File: src/hw/rtl/int_queue_with_insert_remove_stats_defines.svh
// ----------------------------------------------------------------------------
// Integer queue assertion macros
// Shared concurrent assertion forms for the queue RTL.
// ----------------------------------------------------------------------------
`ifndef INT_QUEUE_WITH_INSERT_REMOVE_STATS_DEFINES_SVH
`define INT_QUEUE_WITH_INSERT_REMOVE_STATS_DEFINES_SVH

// same-cycle implication
`define IQIRS_ASSERT_IMPL(lbl, clk, rst_n, ante, cons, msg) \
    lbl: assert property (@(posedge clk) disable iff (!rst_n) (ante) |-> (cons)) \
        else $error(msg);

// next-cycle implication
`define IQIRS_ASSERT_NEXT(lbl, clk, rst_n, ante, cons, msg) \
    lbl: assert property (@(posedge clk) disable iff (!rst_n) (ante) |=> (cons)) \
        else $error(msg);

// invariant
`define IQIRS_ASSERT_ALWAYS(lbl, clk, rst_n, cons, msg) \
    `IQIRS_ASSERT_IMPL(lbl, clk, rst_n, 1'b1, cons, msg)

`endif

File: src/hw/rtl/iqirs_pkg.sv
// ----------------------------------------------------------------------------
// Integer queue package
// Request and status codes, sequencer states and stream beat widths.
// ----------------------------------------------------------------------------
package iqirs_pkg;

    localparam int S_TDATA_W = 40;
    localparam int M_TDATA_W = 184;
    localparam int TUSER_W   = 3;
    localparam int POS_W     = 6;
    localparam int ENTRY_W   = 6;
    localparam int WORD_W    = 32;
    localparam int TOTAL_W   = 37;
    localparam int MEAN_W    = 40;

    localparam logic [2:0] ACT_APPEND = 3'd0;
    localparam logic [2:0] ACT_INSERT = 3'd1;
    localparam logic [2:0] ACT_DROP   = 3'd2;
    localparam logic [2:0] ACT_REMOVE = 3'd3;
    localparam logic [2:0] ACT_STATS  = 3'd4;
    localparam logic [2:0] ACT_CLEAR  = 3'd5;

    localparam logic [2:0] STS_OK       = 3'd0;
    localparam logic [2:0] STS_EMPTY    = 3'd1;
    localparam logic [2:0] STS_BADPOS   = 3'd2;
    localparam logic [2:0] STS_NOTFOUND = 3'd3;
    localparam logic [2:0] STS_FULL     = 3'd4;

    typedef enum logic [2:0] {
        ST_IDLE,
        ST_SHIFT_UP,
        ST_SHIFT_DN,
        ST_SCAN,
        ST_STAT,
        ST_DIV,
        ST_OUT
    } t_state;

endpackage

File: src/hw/rtl/int_queue_with_insert_remove_stats.sv
// ----------------------------------------------------------------------------
// Integer queue with positional insert, remove by value and statistics
// Throughput: one request at a time, set by the entry memory with one read and one
//   write port (one entry per cycle) and the one-bit-per-cycle restoring divider.
// Reset: synchronous active low; queue empty, no beat pending, memory untouched.
// ----------------------------------------------------------------------------
`include "int_queue_with_insert_remove_stats_defines.svh"

module int_queue_with_insert_remove_stats #(
    parameter int DEPTH      = 32,
    parameter int DATA_WIDTH = 32
) (
    input  logic                            i_clk,
    input  logic                            i_rst_n,
    input  logic                            i_s_axis_tvalid,
    output logic                            o_s_axis_tready,
    // value[31:0], position[37:32], zero pad
    input  logic [iqirs_pkg::S_TDATA_W-1:0] i_s_axis_tdata,
    // action[2:0]
    input  logic [iqirs_pkg::TUSER_W-1:0]   i_s_axis_tuser,
    output logic                            o_m_axis_tvalid,
    input  logic                            i_m_axis_tready,
    // removed_value[31:0], min_value[63:32], max_value[95:64], total[132:96],
    // mean_fixed[172:133], entries[178:173], zero pad
    output logic [iqirs_pkg::M_TDATA_W-1:0] o_m_axis_tdata,
    // status[2:0]
    output logic [iqirs_pkg::TUSER_W-1:0]   o_m_axis_tuser
);

    localparam int AW  = $clog2(DEPTH);
    localparam int CW  = $clog2(DEPTH + 1);
    localparam int SW  = DATA_WIDTH + CW;
    localparam int NW  = SW + 8;
    localparam int DCW = $clog2(NW);

    // entry memory
    logic signed [DATA_WIDTH-1:0] r_mem [DEPTH];
    logic signed [DATA_WIDTH-1:0] r_rdata;
    logic                         mem_we;
    logic [AW-1:0]                mem_waddr;
    logic [AW-1:0]                mem_raddr;
    logic signed [DATA_WIDTH-1:0] mem_wdata;

    // control
    iqirs_pkg::t_state r_state, n_state;
    logic [CW-1:0]     r_count, n_count;
    logic [CW-1:0]     r_idx, n_idx;
    logic [CW-1:0]     r_k, n_k;
    logic [AW-1:0]     r_pidx, n_pidx;
    logic              r_pv, n_pv;
    logic              r_m_valid, n_m_valid;
    logic [DCW-1:0]    r_dcnt, n_dcnt;

    // payload
    logic signed [DATA_WIDTH-1:0] r_val, n_val;
    logic signed [DATA_WIDTH-1:0] r_removed, n_removed;
    logic signed [DATA_WIDTH-1:0] r_min, n_min;
    logic signed [DATA_WIDTH-1:0] r_max, n_max;
    logic signed [SW-1:0]         r_sum, n_sum;
    logic [NW-1:0]                r_q, n_q;
    logic [CW-1:0]                r_rem, n_rem;
    logic                         r_neg, n_neg;
    logic                         r_stat_ok, n_stat_ok;
    logic [2:0]                   r_status, n_status;
    logic [iqirs_pkg::M_TDATA_W-1:0] r_m_data, n_m_data;
    logic [iqirs_pkg::TUSER_W-1:0]   r_m_user, n_m_user;

    logic                         s_acc;
    logic                         out_free;
    logic [2:0]                   in_act;
    logic signed [DATA_WIDTH-1:0] in_val;
    logic [iqirs_pkg::POS_W-1:0]  in_pos;
    logic                         pos_bad;
    logic                         is_full;
    logic                         is_empty;
    logic                         fwd_more;
    logic                         fwd_done;
    logic                         up_more;
    logic                         hit;
    logic                         div_last;
    logic [CW:0]                  div_sh;
    logic                         div_ge;
    logic [CW:0]                  div_sub;
    logic [NW-1:0]                div_num;
    logic signed [NW:0]           mean_s;

    assign s_acc    = i_s_axis_tvalid && o_s_axis_tready;
    assign out_free = !r_m_valid || i_m_axis_tready;
    assign in_act   = i_s_axis_tuser;
    assign in_val   = i_s_axis_tdata[DATA_WIDTH-1:0];
    assign in_pos   = i_s_axis_tdata[iqirs_pkg::WORD_W +: iqirs_pkg::POS_W];
    assign pos_bad  = (in_pos == '0) || (32'(in_pos) > 32'(r_count));
    assign is_full  = r_count >= CW'(DEPTH);
    assign is_empty = r_count == '0;
    assign fwd_more = r_idx < r_count;
    assign fwd_done = !fwd_more && !r_pv;
    assign up_more  = r_idx > r_k;
    assign hit      = r_pv && (r_rdata == r_val);
    assign div_last = r_dcnt == DCW'(NW - 1);
    assign div_sh   = {r_rem, r_q[NW-1]};
    assign div_ge   = div_sh >= {1'b0, r_count};
    assign div_sub  = div_sh - {1'b0, r_count};
    assign div_num  = {r_sum, 8'd0};

    assign o_s_axis_tready = (r_state == iqirs_pkg::ST_IDLE);
    assign o_m_axis_tvalid = r_m_valid;
    assign o_m_axis_tdata  = r_m_data;
    assign o_m_axis_tuser  = r_m_user;

    always_comb begin
        if (r_neg) begin
            mean_s = -$signed({1'b0, r_q});
        end else begin
            mean_s = $signed({1'b0, r_q});
        end
    end

    // next state
    always_comb begin
        n_state = r_state;
        unique case (r_state)
            iqirs_pkg::ST_IDLE: begin
                if (s_acc) begin
                    unique case (in_act)
                        iqirs_pkg::ACT_INSERT: begin
                            if (!pos_bad && !is_full) begin
                                n_state = iqirs_pkg::ST_SHIFT_UP;
                            end else begin
                                n_state = iqirs_pkg::ST_OUT;
                            end
                        end
                        iqirs_pkg::ACT_DROP:
                            n_state = is_empty ? iqirs_pkg::ST_OUT : iqirs_pkg::ST_SHIFT_DN;
                        iqirs_pkg::ACT_REMOVE:
                            n_state = is_empty ? iqirs_pkg::ST_OUT : iqirs_pkg::ST_SCAN;
                        iqirs_pkg::ACT_STATS:
                            n_state = is_empty ? iqirs_pkg::ST_OUT : iqirs_pkg::ST_STAT;
                        default:
                            n_state = iqirs_pkg::ST_OUT;
                    endcase
                end
            end
            iqirs_pkg::ST_SHIFT_UP: begin
                if (!up_more && !r_pv) begin
                    n_state = iqirs_pkg::ST_OUT;
                end
            end
            iqirs_pkg::ST_SHIFT_DN: begin
                if (fwd_done) begin
                    n_state = iqirs_pkg::ST_OUT;
                end
            end
            iqirs_pkg::ST_SCAN: begin
                priority if (hit) begin
                    n_state = iqirs_pkg::ST_SHIFT_DN;
                end else if (fwd_done) begin
                    n_state = iqirs_pkg::ST_OUT;
                end else begin
                    n_state = iqirs_pkg::ST_SCAN;
                end
            end
            iqirs_pkg::ST_STAT: begin
                if (fwd_done) begin
                    n_state = iqirs_pkg::ST_DIV;
                end
            end
            iqirs_pkg::ST_DIV: begin
                if (div_last) begin
                    n_state = iqirs_pkg::ST_OUT;
                end
            end
            iqirs_pkg::ST_OUT: begin
                if (out_free) begin
                    n_state = iqirs_pkg::ST_IDLE;
                end
            end
            default: n_state = iqirs_pkg::ST_IDLE;
        endcase
    end

    // datapath and memory control
    always_comb begin
        n_count   = r_count;
        n_idx     = r_idx;
        n_k       = r_k;
        n_pidx    = r_pidx;
        n_pv      = r_pv;
        n_dcnt    = r_dcnt;
        n_val     = r_val;
        n_removed = r_removed;
        n_min     = r_min;
        n_max     = r_max;
        n_sum     = r_sum;
        n_q       = r_q;
        n_rem     = r_rem;
        n_neg     = r_neg;
        n_stat_ok = r_stat_ok;
        n_status  = r_status;
        n_m_data  = r_m_data;
        n_m_user  = r_m_user;
        n_m_valid = r_m_valid && !i_m_axis_tready;
        mem_we    = 1'b0;
        mem_waddr = r_count[AW-1:0];
        mem_wdata = r_val;
        mem_raddr = r_idx[AW-1:0];

        unique case (r_state)
            iqirs_pkg::ST_IDLE: begin
                if (s_acc) begin
                    n_val     = in_val;
                    n_status  = iqirs_pkg::STS_OK;
                    n_removed = '0;
                    n_stat_ok = 1'b0;
                    n_pv      = 1'b0;
                    n_idx     = '0;
                    n_min     = {1'b0, {(DATA_WIDTH - 1){1'b1}}};
                    n_max     = {1'b1, {(DATA_WIDTH - 1){1'b0}}};
                    n_sum     = '0;
                    unique case (in_act)
                        iqirs_pkg::ACT_APPEND: begin
                            if (is_full) begin
                                n_status = iqirs_pkg::STS_FULL;
                            end else begin
                                mem_we    = 1'b1;
                                mem_waddr = r_count[AW-1:0];
                                mem_wdata = in_val;
                                n_count   = r_count + CW'(1);
                            end
                        end
                        iqirs_pkg::ACT_INSERT: begin
                            priority if (pos_bad) begin
                                n_status = iqirs_pkg::STS_BADPOS;
                            end else if (is_full) begin
                                n_status = iqirs_pkg::STS_FULL;
                            end else begin
                                n_k   = CW'(in_pos - iqirs_pkg::POS_W'(1));
                                n_idx = r_count;
                            end
                        end
                        iqirs_pkg::ACT_DROP,
                        iqirs_pkg::ACT_REMOVE,
                        iqirs_pkg::ACT_STATS: begin
                            if (is_empty) begin
                                n_status = iqirs_pkg::STS_EMPTY;
                            end
                        end
                        iqirs_pkg::ACT_CLEAR: n_count = '0;
                        default: ;
                    endcase
                end
            end
            iqirs_pkg::ST_SHIFT_UP: begin
                mem_raddr = AW'(r_idx - CW'(1));
                if (up_more) begin
                    n_idx  = r_idx - CW'(1);
                    n_pidx = AW'(r_idx - CW'(1));
                    n_pv   = 1'b1;
                end else begin
                    n_pv = 1'b0;
                end
                if (r_pv) begin
                    mem_we    = 1'b1;
                    mem_waddr = r_pidx + AW'(1);
                    mem_wdata = r_rdata;
                end else if (!up_more) begin
                    mem_we    = 1'b1;
                    mem_waddr = r_k[AW-1:0];
                    mem_wdata = r_val;
                    n_count   = r_count + CW'(1);
                end
            end
            iqirs_pkg::ST_SHIFT_DN: begin
                if (fwd_more) begin
                    n_idx  = r_idx + CW'(1);
                    n_pidx = r_idx[AW-1:0];
                    n_pv   = 1'b1;
                end else begin
                    n_pv = 1'b0;
                end
                if (r_pv) begin
                    if (r_pidx == '0) begin
                        n_removed = r_rdata;
                    end else begin
                        mem_we    = 1'b1;
                        mem_waddr = r_pidx - AW'(1);
                        mem_wdata = r_rdata;
                    end
                end
                if (fwd_done) begin
                    n_count = r_count - CW'(1);
                end
            end
            iqirs_pkg::ST_SCAN: begin
                priority if (hit) begin
                    n_idx = CW'(r_pidx) + CW'(1);
                    n_pv  = 1'b0;
                end else if (fwd_more) begin
                    n_idx  = r_idx + CW'(1);
                    n_pidx = r_idx[AW-1:0];
                    n_pv   = 1'b1;
                end else begin
                    n_pv = 1'b0;
                    if (fwd_done) begin
                        n_status = iqirs_pkg::STS_NOTFOUND;
                    end
                end
            end
            iqirs_pkg::ST_STAT: begin
                if (fwd_more) begin
                    n_idx  = r_idx + CW'(1);
                    n_pidx = r_idx[AW-1:0];
                    n_pv   = 1'b1;
                end else begin
                    n_pv = 1'b0;
                end
                if (r_pv) begin
                    if (r_rdata < r_min) begin
                        n_min = r_rdata;
                    end
                    if (r_rdata > r_max) begin
                        n_max = r_rdata;
                    end
                    n_sum = r_sum + SW'(r_rdata);
                end
                if (fwd_done) begin
                    n_neg     = r_sum[SW-1];
                    n_q       = r_sum[SW-1] ? (~div_num + NW'(1)) : div_num;
                    n_rem     = '0;
                    n_dcnt    = '0;
                    n_stat_ok = 1'b1;
                end
            end
            iqirs_pkg::ST_DIV: begin
                n_dcnt = r_dcnt + DCW'(1);
                if (div_ge) begin
                    n_rem = div_sub[CW-1:0];
                    n_q   = {r_q[NW-2:0], 1'b1};
                end else begin
                    n_rem = div_sh[CW-1:0];
                    n_q   = {r_q[NW-2:0], 1'b0};
                end
            end
            iqirs_pkg::ST_OUT: begin
                if (out_free) begin
                    n_m_valid = 1'b1;
                    n_m_user  = r_status;
                    n_m_data  = {
                        5'd0,
                        iqirs_pkg::ENTRY_W'(r_count),
                        r_stat_ok ? iqirs_pkg::MEAN_W'(mean_s) : iqirs_pkg::MEAN_W'(0),
                        r_stat_ok ? iqirs_pkg::TOTAL_W'(r_sum) : iqirs_pkg::TOTAL_W'(0),
                        r_stat_ok ? iqirs_pkg::WORD_W'(r_max) : iqirs_pkg::WORD_W'(0),
                        r_stat_ok ? iqirs_pkg::WORD_W'(r_min) : iqirs_pkg::WORD_W'(0),
                        iqirs_pkg::WORD_W'(r_removed)
                    };
                end
            end
            default: ;
        endcase
    end

    always_ff @(posedge i_clk) begin
        if (mem_we) begin
            r_mem[mem_waddr] <= mem_wdata;
        end
        r_rdata <= r_mem[mem_raddr];
    end

    always_ff @(posedge i_clk) begin
        if (!i_rst_n) begin
            r_state   <= iqirs_pkg::ST_IDLE;
            r_count   <= '0;
            r_idx     <= '0;
            r_k       <= '0;
            r_pidx    <= '0;
            r_pv      <= 1'b0;
            r_m_valid <= 1'b0;
            r_dcnt    <= '0;
        end else begin
            r_state   <= n_state;
            r_count   <= n_count;
            r_idx     <= n_idx;
            r_k       <= n_k;
            r_pidx    <= n_pidx;
            r_pv      <= n_pv;
            r_m_valid <= n_m_valid;
            r_dcnt    <= n_dcnt;
        end
    end

    always_ff @(posedge i_clk) begin
        r_val     <= n_val;
        r_removed <= n_removed;
        r_min     <= n_min;
        r_max     <= n_max;
        r_sum     <= n_sum;
        r_q       <= n_q;
        r_rem     <= n_rem;
        r_neg     <= n_neg;
        r_stat_ok <= n_stat_ok;
        r_status  <= n_status;
        r_m_data  <= n_m_data;
        r_m_user  <= n_m_user;
    end

    `IQIRS_ASSERT_ALWAYS(a_count_bound, i_clk, i_rst_n, r_count <= CW'(DEPTH), "fill count above depth")
    `IQIRS_ASSERT_NEXT(a_busy_after_accept, i_clk, i_rst_n, s_acc, r_state != iqirs_pkg::ST_IDLE, "accepted beat left sequencer idle")
    `IQIRS_ASSERT_IMPL(a_write_in_range, i_clk, i_rst_n, mem_we, CW'(mem_waddr) <= r_count, "write beyond fill count")
    `IQIRS_ASSERT_IMPL(a_div_nonzero, i_clk, i_rst_n, r_state == iqirs_pkg::ST_DIV, r_count != '0, "divide by empty count")

endmodule

File: config.mk
export PLATFORM = sky130hd
export DESIGN_NAME = int_queue_with_insert_remove_stats
export DESIGN_NICKNAME = d
export VERILOG_FILES = /design/src/hw/rtl/iqirs_pkg.sv /design/src/hw/rtl/int_queue_with_insert_remove_stats.sv
export VERILOG_INCLUDE_DIRS = /design/src /design/src/hw/rtl
export SDC_FILE = /design/constraint.sdc
export NUM_CORES = 2
export LEC_CHECK = 0
export ABC_AREA = 1
export BUFFER_PORTS_ARGS = -buffer_cell sky130_fd_sc_hd__buf_4
export CORE_UTILIZATION = 56
export CTS_CLUSTER_SIZE = 40
export DETAILED_ROUTE_END_ITERATION = 8
export GPL_TIMING_DRIVEN = 0
export PLACE_DENSITY = 0.76
export REMOVE_ABC_BUFFERS = 1
export SLEW_MARGIN = 20
export SYNTH_ARGS = -nofsm -noshare
export SYNTH_HDL_FRONTEND = slang
export SYNTH_SLANG_ARGS = --single-unit
export TNS_END_PERCENT = 50
File: constraint.sdc
create_clock -name i_clk -period 10 [get_ports i_clk]
set_input_delay 2 -clock i_clk [delete_from_list [all_inputs] [get_ports i_clk]]
set_output_delay 2 -clock i_clk [all_outputs]
set_load 0.02 [all_outputs]
* Word level (Yosys, flattened, before mapping)
Memory sizes are Yosys's and may differ from the RTL's. A register that Yosys moved wholly into a read port is not among the register bits.
Cells that the tools add are included.
** Storage, ports and cells
- Register bits :: 439
- Latch bits :: 0
- RAM bits :: 1024
- Memory bits (read-only) :: 0
- Input port bits :: 47
- Output and inout bits :: 189
- Word-level logic and storage cells :: 220
- Memories kept :: 1
** Operators by class
- Add/sub/neg operators :: 13
- $mul :: 0
- Divide/modulo/power cells :: 0
- Order comparisons :: 7
- Eq/ne operators :: 32
- Shift operators :: 0
- Mux-type cells :: 98
- Bitwise logic cells :: 3
- Reduce and logical (&&, ||, !) cells :: 45
** Memories
- r_mem :: words 32, width 32, read ports 1, clocked after memory_dff 1, wr ports 1, RTL line int_queue_with_insert_remove_stats.sv:37 : logic signed [DATA_WIDTH-1:0] r_mem [DEPTH];
** Operator list (number)
- 32-bit two-way mux :: 15
- 32-bit one-hot mux with 2 select lines :: 3
- 32-bit one-hot mux with 3 select lines :: 1
- 46-bit two-way mux :: 2
- 46-bit one-hot mux with 2 select lines :: 1
- 6-bit two-way mux :: 14
- 38-bit two-way mux :: 2
- 38-bit one-hot mux with 2 select lines :: 1
- 3-bit two-way mux :: 17
- 46-bit by 1-bit adder with 46-bit output (second input constant) :: 1
- 46-bit NOT :: 1
- 40-bit two-way mux :: 1
- 5-bit two-way mux :: 8
- 40-bit negation :: 1
- 38-bit by 32-bit adder with 38-bit output :: 1
- 6-bit one-hot mux with 2 select lines :: 3
- 32-bit == test :: 1
- 32-bit greater-than comparator :: 1
- 32-bit less-than comparator :: 1
- 2-bit inequality test (second input constant) :: 16
- 6-bit one-hot mux with 4 select lines :: 1
- 3-bit one-hot mux with 7 select lines :: 1
- 6-bit by 1-bit adder with 6-bit output (second input constant) :: 3
- 1-bit two-way mux :: 18
- other kinds (44) :: 84

* Logic depth before layout (Yosys ltp)
- Word-level depth :: 8
- Mapped depth :: 16
- Depth with buffers taken out :: 15

* Worst setup path after synthesis
OpenSTA, ideal clock, no wires.
- Path type :: in2reg
- Start :: in i_m_axis_tready
- End :: reg r_m_data (netlist bit o_m_axis_tdata[0]), enable pin
- Setup time :: 0.726 ns
- Data arrival time :: 9.555 ns
- Data required time :: 9.274 ns
- Setup slack :: -0.281 ns
- Stages on the path :: 2
- Buffers on the path :: 0
- Cells stage by stage :: nor2_1 -> nor2_1
** Between the ends
- Longest elaborated chain between the ends :: 2
** Ends and longest elaborated chain
- start, declared :: RTL line int_queue_with_insert_remove_stats.sv:22 : input logic i_m_axis_tready,
- 1-bit logical OR :: RTL line int_queue_with_insert_remove_stats.sv:88 : assign out_free = !r_m_valid || i_m_axis_tready;
- 2-bit AND reduction (no source line)
- end signal, assigned :: RTL line int_queue_with_insert_remove_stats.sv:402 : r_m_data <= n_m_data;
- end, declared :: RTL line int_queue_with_insert_remove_stats.sv:65 : logic [iqirs_pkg::M_TDATA_W-1:0] r_m_data, n_m_data;
Every way passes these cells.
A chain may end at the register's enable or synchronous reset.

* Worst setup path after layout
- Start :: in i_s_axis_tvalid
- End :: mem r_mem[8][10], enable pin
** Between the ends
- Longest elaborated chain between the ends :: 5
** Ends and longest elaborated chain
- start, declared :: RTL line int_queue_with_insert_remove_stats.sv:15 : input logic i_s_axis_tvalid,
- 1-bit logical AND :: RTL line int_queue_with_insert_remove_stats.sv:87 : assign s_acc = i_s_axis_tvalid && o_s_axis_tready;
- 1-bit two-way mux :: RTL line int_queue_with_insert_remove_stats.sv:209 : if (s_acc) begin
- 1-bit one-hot mux with 3 select lines :: RTL line int_queue_with_insert_remove_stats.sv:207 : unique case (r_state)
- 1-bit two-way mux :: RTL line int_queue_with_insert_remove_stats.sv:363 : if (mem_we) begin
- 1-bit two-way mux (implied by the code) :: RTL line int_queue_with_insert_remove_stats.sv:364 : r_mem[mem_waddr] <= mem_wdata;
- end, declared :: RTL line int_queue_with_insert_remove_stats.sv:37
Every way passes these cells.

==> results.json <==
{
  "hold_depth": 0,
  "regToRegEndpoint": "r_mem[8][10]",
  "synth-seq-cells": 1495,
  "layout_min_cycle_time_ns": 6.17,
  "ys_types": 49,
  "cts.repair.resized": 0,
  "antenna_found_initial": 4,
  "cp.arrival_ns": 6.65,
  "drt-wirelength-per-cell_um": 23.5,
  "cts_sinks": 1495,
  "hp-start": "r_removed[21]",
  "preCtsSetupSlack_ns": 3.36,
  "min_to": "o_m_axis_tdata[21]",
  "cts_tree": "built",
  "post-cts-setup-buffers": 0,
  "ys_seq_area_share_pct": 66.6,
  "fin_tns_setup_ns": 0,
  "setup_violations": 0,
  "placedCellCount": 7827,
  "clock_latency_ns": 0.79,
  "relSlewSlack_pct": 24.8,
  "rsz0062_at_grt": "false",
  "syn_to_final_growth_pct": 17.2,
  "ys_warn_count": 0,
  "path_class": "in -> reg",
  "grt_max_degree": 115,
  "hpwl_um": 128000,
  "synth.area.top_cells": "edfxtp_1, nand2_1, nand3_1",
  "ff2ff_setup_slack_ns": 4.30,
  "clockBufferDepth": 3,
  "start_util_pct": 56.9,
  "max_cap_viol_count": 0,
  "worstMarginPinSlew_ns": 1.12,
  "synth_edf_count": 1429,
  "crit_path_start_kind": "primary input",
  "syn-cell-area_um2": 66400,
  "hold_buffers": 0,
  "initialDrtViolationCount": 5937,
  "netlist_instances": 6206,
  "port_buffers": 228,
  "wirelength_um": 191000,
  "yosys.area.top_type": "edfxtp_1",
  "avgSynthCellArea_um2": 10.7,
  "netlist.area_leader.share_pct": 64.6,
  "path_clk_slew_ns": 0.06,
  "p_per_area_nw_per_um2": 312,
  "hold_path_class": "reg -> reg",
  "root_buffer": "clkbuf_16",
  "drive_gt1_share_pct": 10.7,
  "synthArstFlopShare_pct": 0,
  "status": "finished, final reports clean",
  "synth.most_common_cell": "nand2_1",
  "fin_cells": 8109,
  "nets": 6640,
  "grt_pass1_wl_um": 282000,
  "period_share_pct": 61.7,
  "dieHeight_um": 346,
  "overflow": 0,
  "cp_data_required_time_ns": 10.48,
  "die_w_um": 346,
  "synthFlopType": "edfxtp_1",
  "peakVddDrop_mv": 0.211,
  "row_count": 125,
  "rr_startpoint": "r_state[2]",
  "leakagePower_nw": 29.6,
  "crit_path_end_kind": "register",
  "fin_worst_skew_ns": 0.0261,
  "drt-pass1-iter-count": 6,
  "ant_nets": 0,
  "io_pins": 236,
  "cts-htree-levels": 4,
  "hold_violations": 0,
  "ff2ff_path_depth": 14,
  "place_congestion": 0.965,
  "dieArea_um2": 120000,
  "grt_pass1_vias": 47173,
  "core_area_um2": 117000,
  "vias": 48936,
  "netlist_top_cells_count": "nand2_1, edfxtp_1, nand3_1, inv_1, nor2_1",
  "drc": 0,
  "vias_per_cell": 6.03,
  "grt_use_total_pct": 31.5,
  "max_freq_mhz": 162,
  "setup_ws_ns": 3.83,
  "cts_inserted_buffers": 150,
  "slew_violations": 0,
  "critPathMaxFanout": 28
}
[logic make-up after synthesis]
logic type / Yosys count / synth area share (%)
and+or+nand+nor: 2978 / 18.3
DFF: 1495 / 66.6
AOI/OAI and AO/OA: 804 / 7.44
buffers and inverters: 735 / 4.35
adders and majority gates: 138 / 2.62
xor gates and xnor gates: 55 / 0.725
other: 1 / 0.00565
[worst max-delay path: stages]
cell	delay [ns]
buf_4	0.08
inv_1	0.08
nor2_4	0.44
inv_2	0.22
nor2_4	0.34
buf_12	0.25
nor2_2	0.15
inv_2	0.76
nor2_1	0.24
nor2_1	0.27
nand2_1	0.54
nor2_4	0.79
buf_16	0.26
buf_16	0.17
[where the power goes]
part	internal, W	leakage, nW	total [W]	switching, W
Clock	0.00318	2.40	0.00559	0.00241
Combinational	0.00307	13.7	0.00968	0.00661
Sequential	0.00826	13.5	0.00902	0.000767
[final cells by class]
| type | count | area, µm² |
|---|---|---|
| Fill cell | 8095 | 39000 |
| Tap cell | 1524 | 1910 |
| Multi-Input combinational cell | 3980 | 19900 |
| Timing Repair Buffer | 385 | 5260 |
| Inverter | 443 | 1680 |
| Sequential cell | 1495 | 44200 |
| Antenna cell | 4 | 10.0 |
| Clock buffer | 207 | 4200 |
| Clock inverter | 71 | 701 |
[registers in the layout, indices dropped and copies added, names as in the netlist, 38 cells and up]
| name | cells |
|---|---|
| r_mem | 1024 |
| o_m_axis_tdata | 179 |
| r_q | 46 |
| r_sum | 38 |
[cell usage in the layout, fill, tap and decap left out, types with 13 or more instances in the layout]
cell	netlist	routed
nand2_1	1950	1947
edfxtp_1	1429	1429
nand3_1	552	552
inv_1	433	429
nor2_1	362	327
o211ai_1	261	261
buf_4	9	228
a21oi_1	216	214
o21ai_0	210	181
clkbuf_16	0	153
ha_1	136	135
buf_16	0	79
dfxtp_1	66	66
buf_12	0	51
nor3_1	43	43
xor2_1	37	37
clkbuf_1	191	37
nor2_4	0	36
nand4_1	34	34
a22oi_1	33	33
clkinv_1	3	25
o21ai_2	1	21
clkinv_2	0	21
xnor2_1	18	18
clkbuf_8	0	17
o21a_1	16	16
a31oi_1	14	14
buf_6	0	14
buf_8	0	13
[metal layers]
| metal | wire length, µm | vias up | global-route usage (%) |
|---|---|---|---|
| met5 | 18 | - | 0 |
| met4 | 11500 | 4 | 18.8 |
| met3 | 19100 | 689 | 5.66 |
| met2 | 91300 | 2979 | 51.6 |
| met1 | 68800 | 23193 | 39.0 |
| li1 | - | 22071 | - |
[through the flow]
stage / total power, W / hold WS [ns] / util, % / area, µm²
final: 0.0243 / 0.416 / 66.6 / 77800
after global routing: 0.0255 / 0.426 / 66.6 / 77800
after CTS: 0.0241 / 0.418 / 66.6 / 77800
after detailed placement: 0.0185 / 0.405 / 62.4 / 72900
after global placement: 0.0180 / 0.401 / 58.9 / 68800
after floorplan: 0.0154 / 0.400 / - / 65200
[worst max path at each step]
stage,startpoint,end,depth (start not counted)
6_report,i_s_axis_tvalid,r_mem[8][10],14
5_1_grt,i_s_axis_tvalid,r_mem[8][3],14
2_1_floorplan,r_state[2],r_rdata[0],11
3_5_place_dp,i_s_axis_tvalid,r_mem[8][11],14
3_3_place_gp,r_state[2],r_rdata[20],11
4_1_cts,i_s_axis_tvalid,r_mem[8][3],14
No activity file was read; power rests on OpenSTA's default activity.
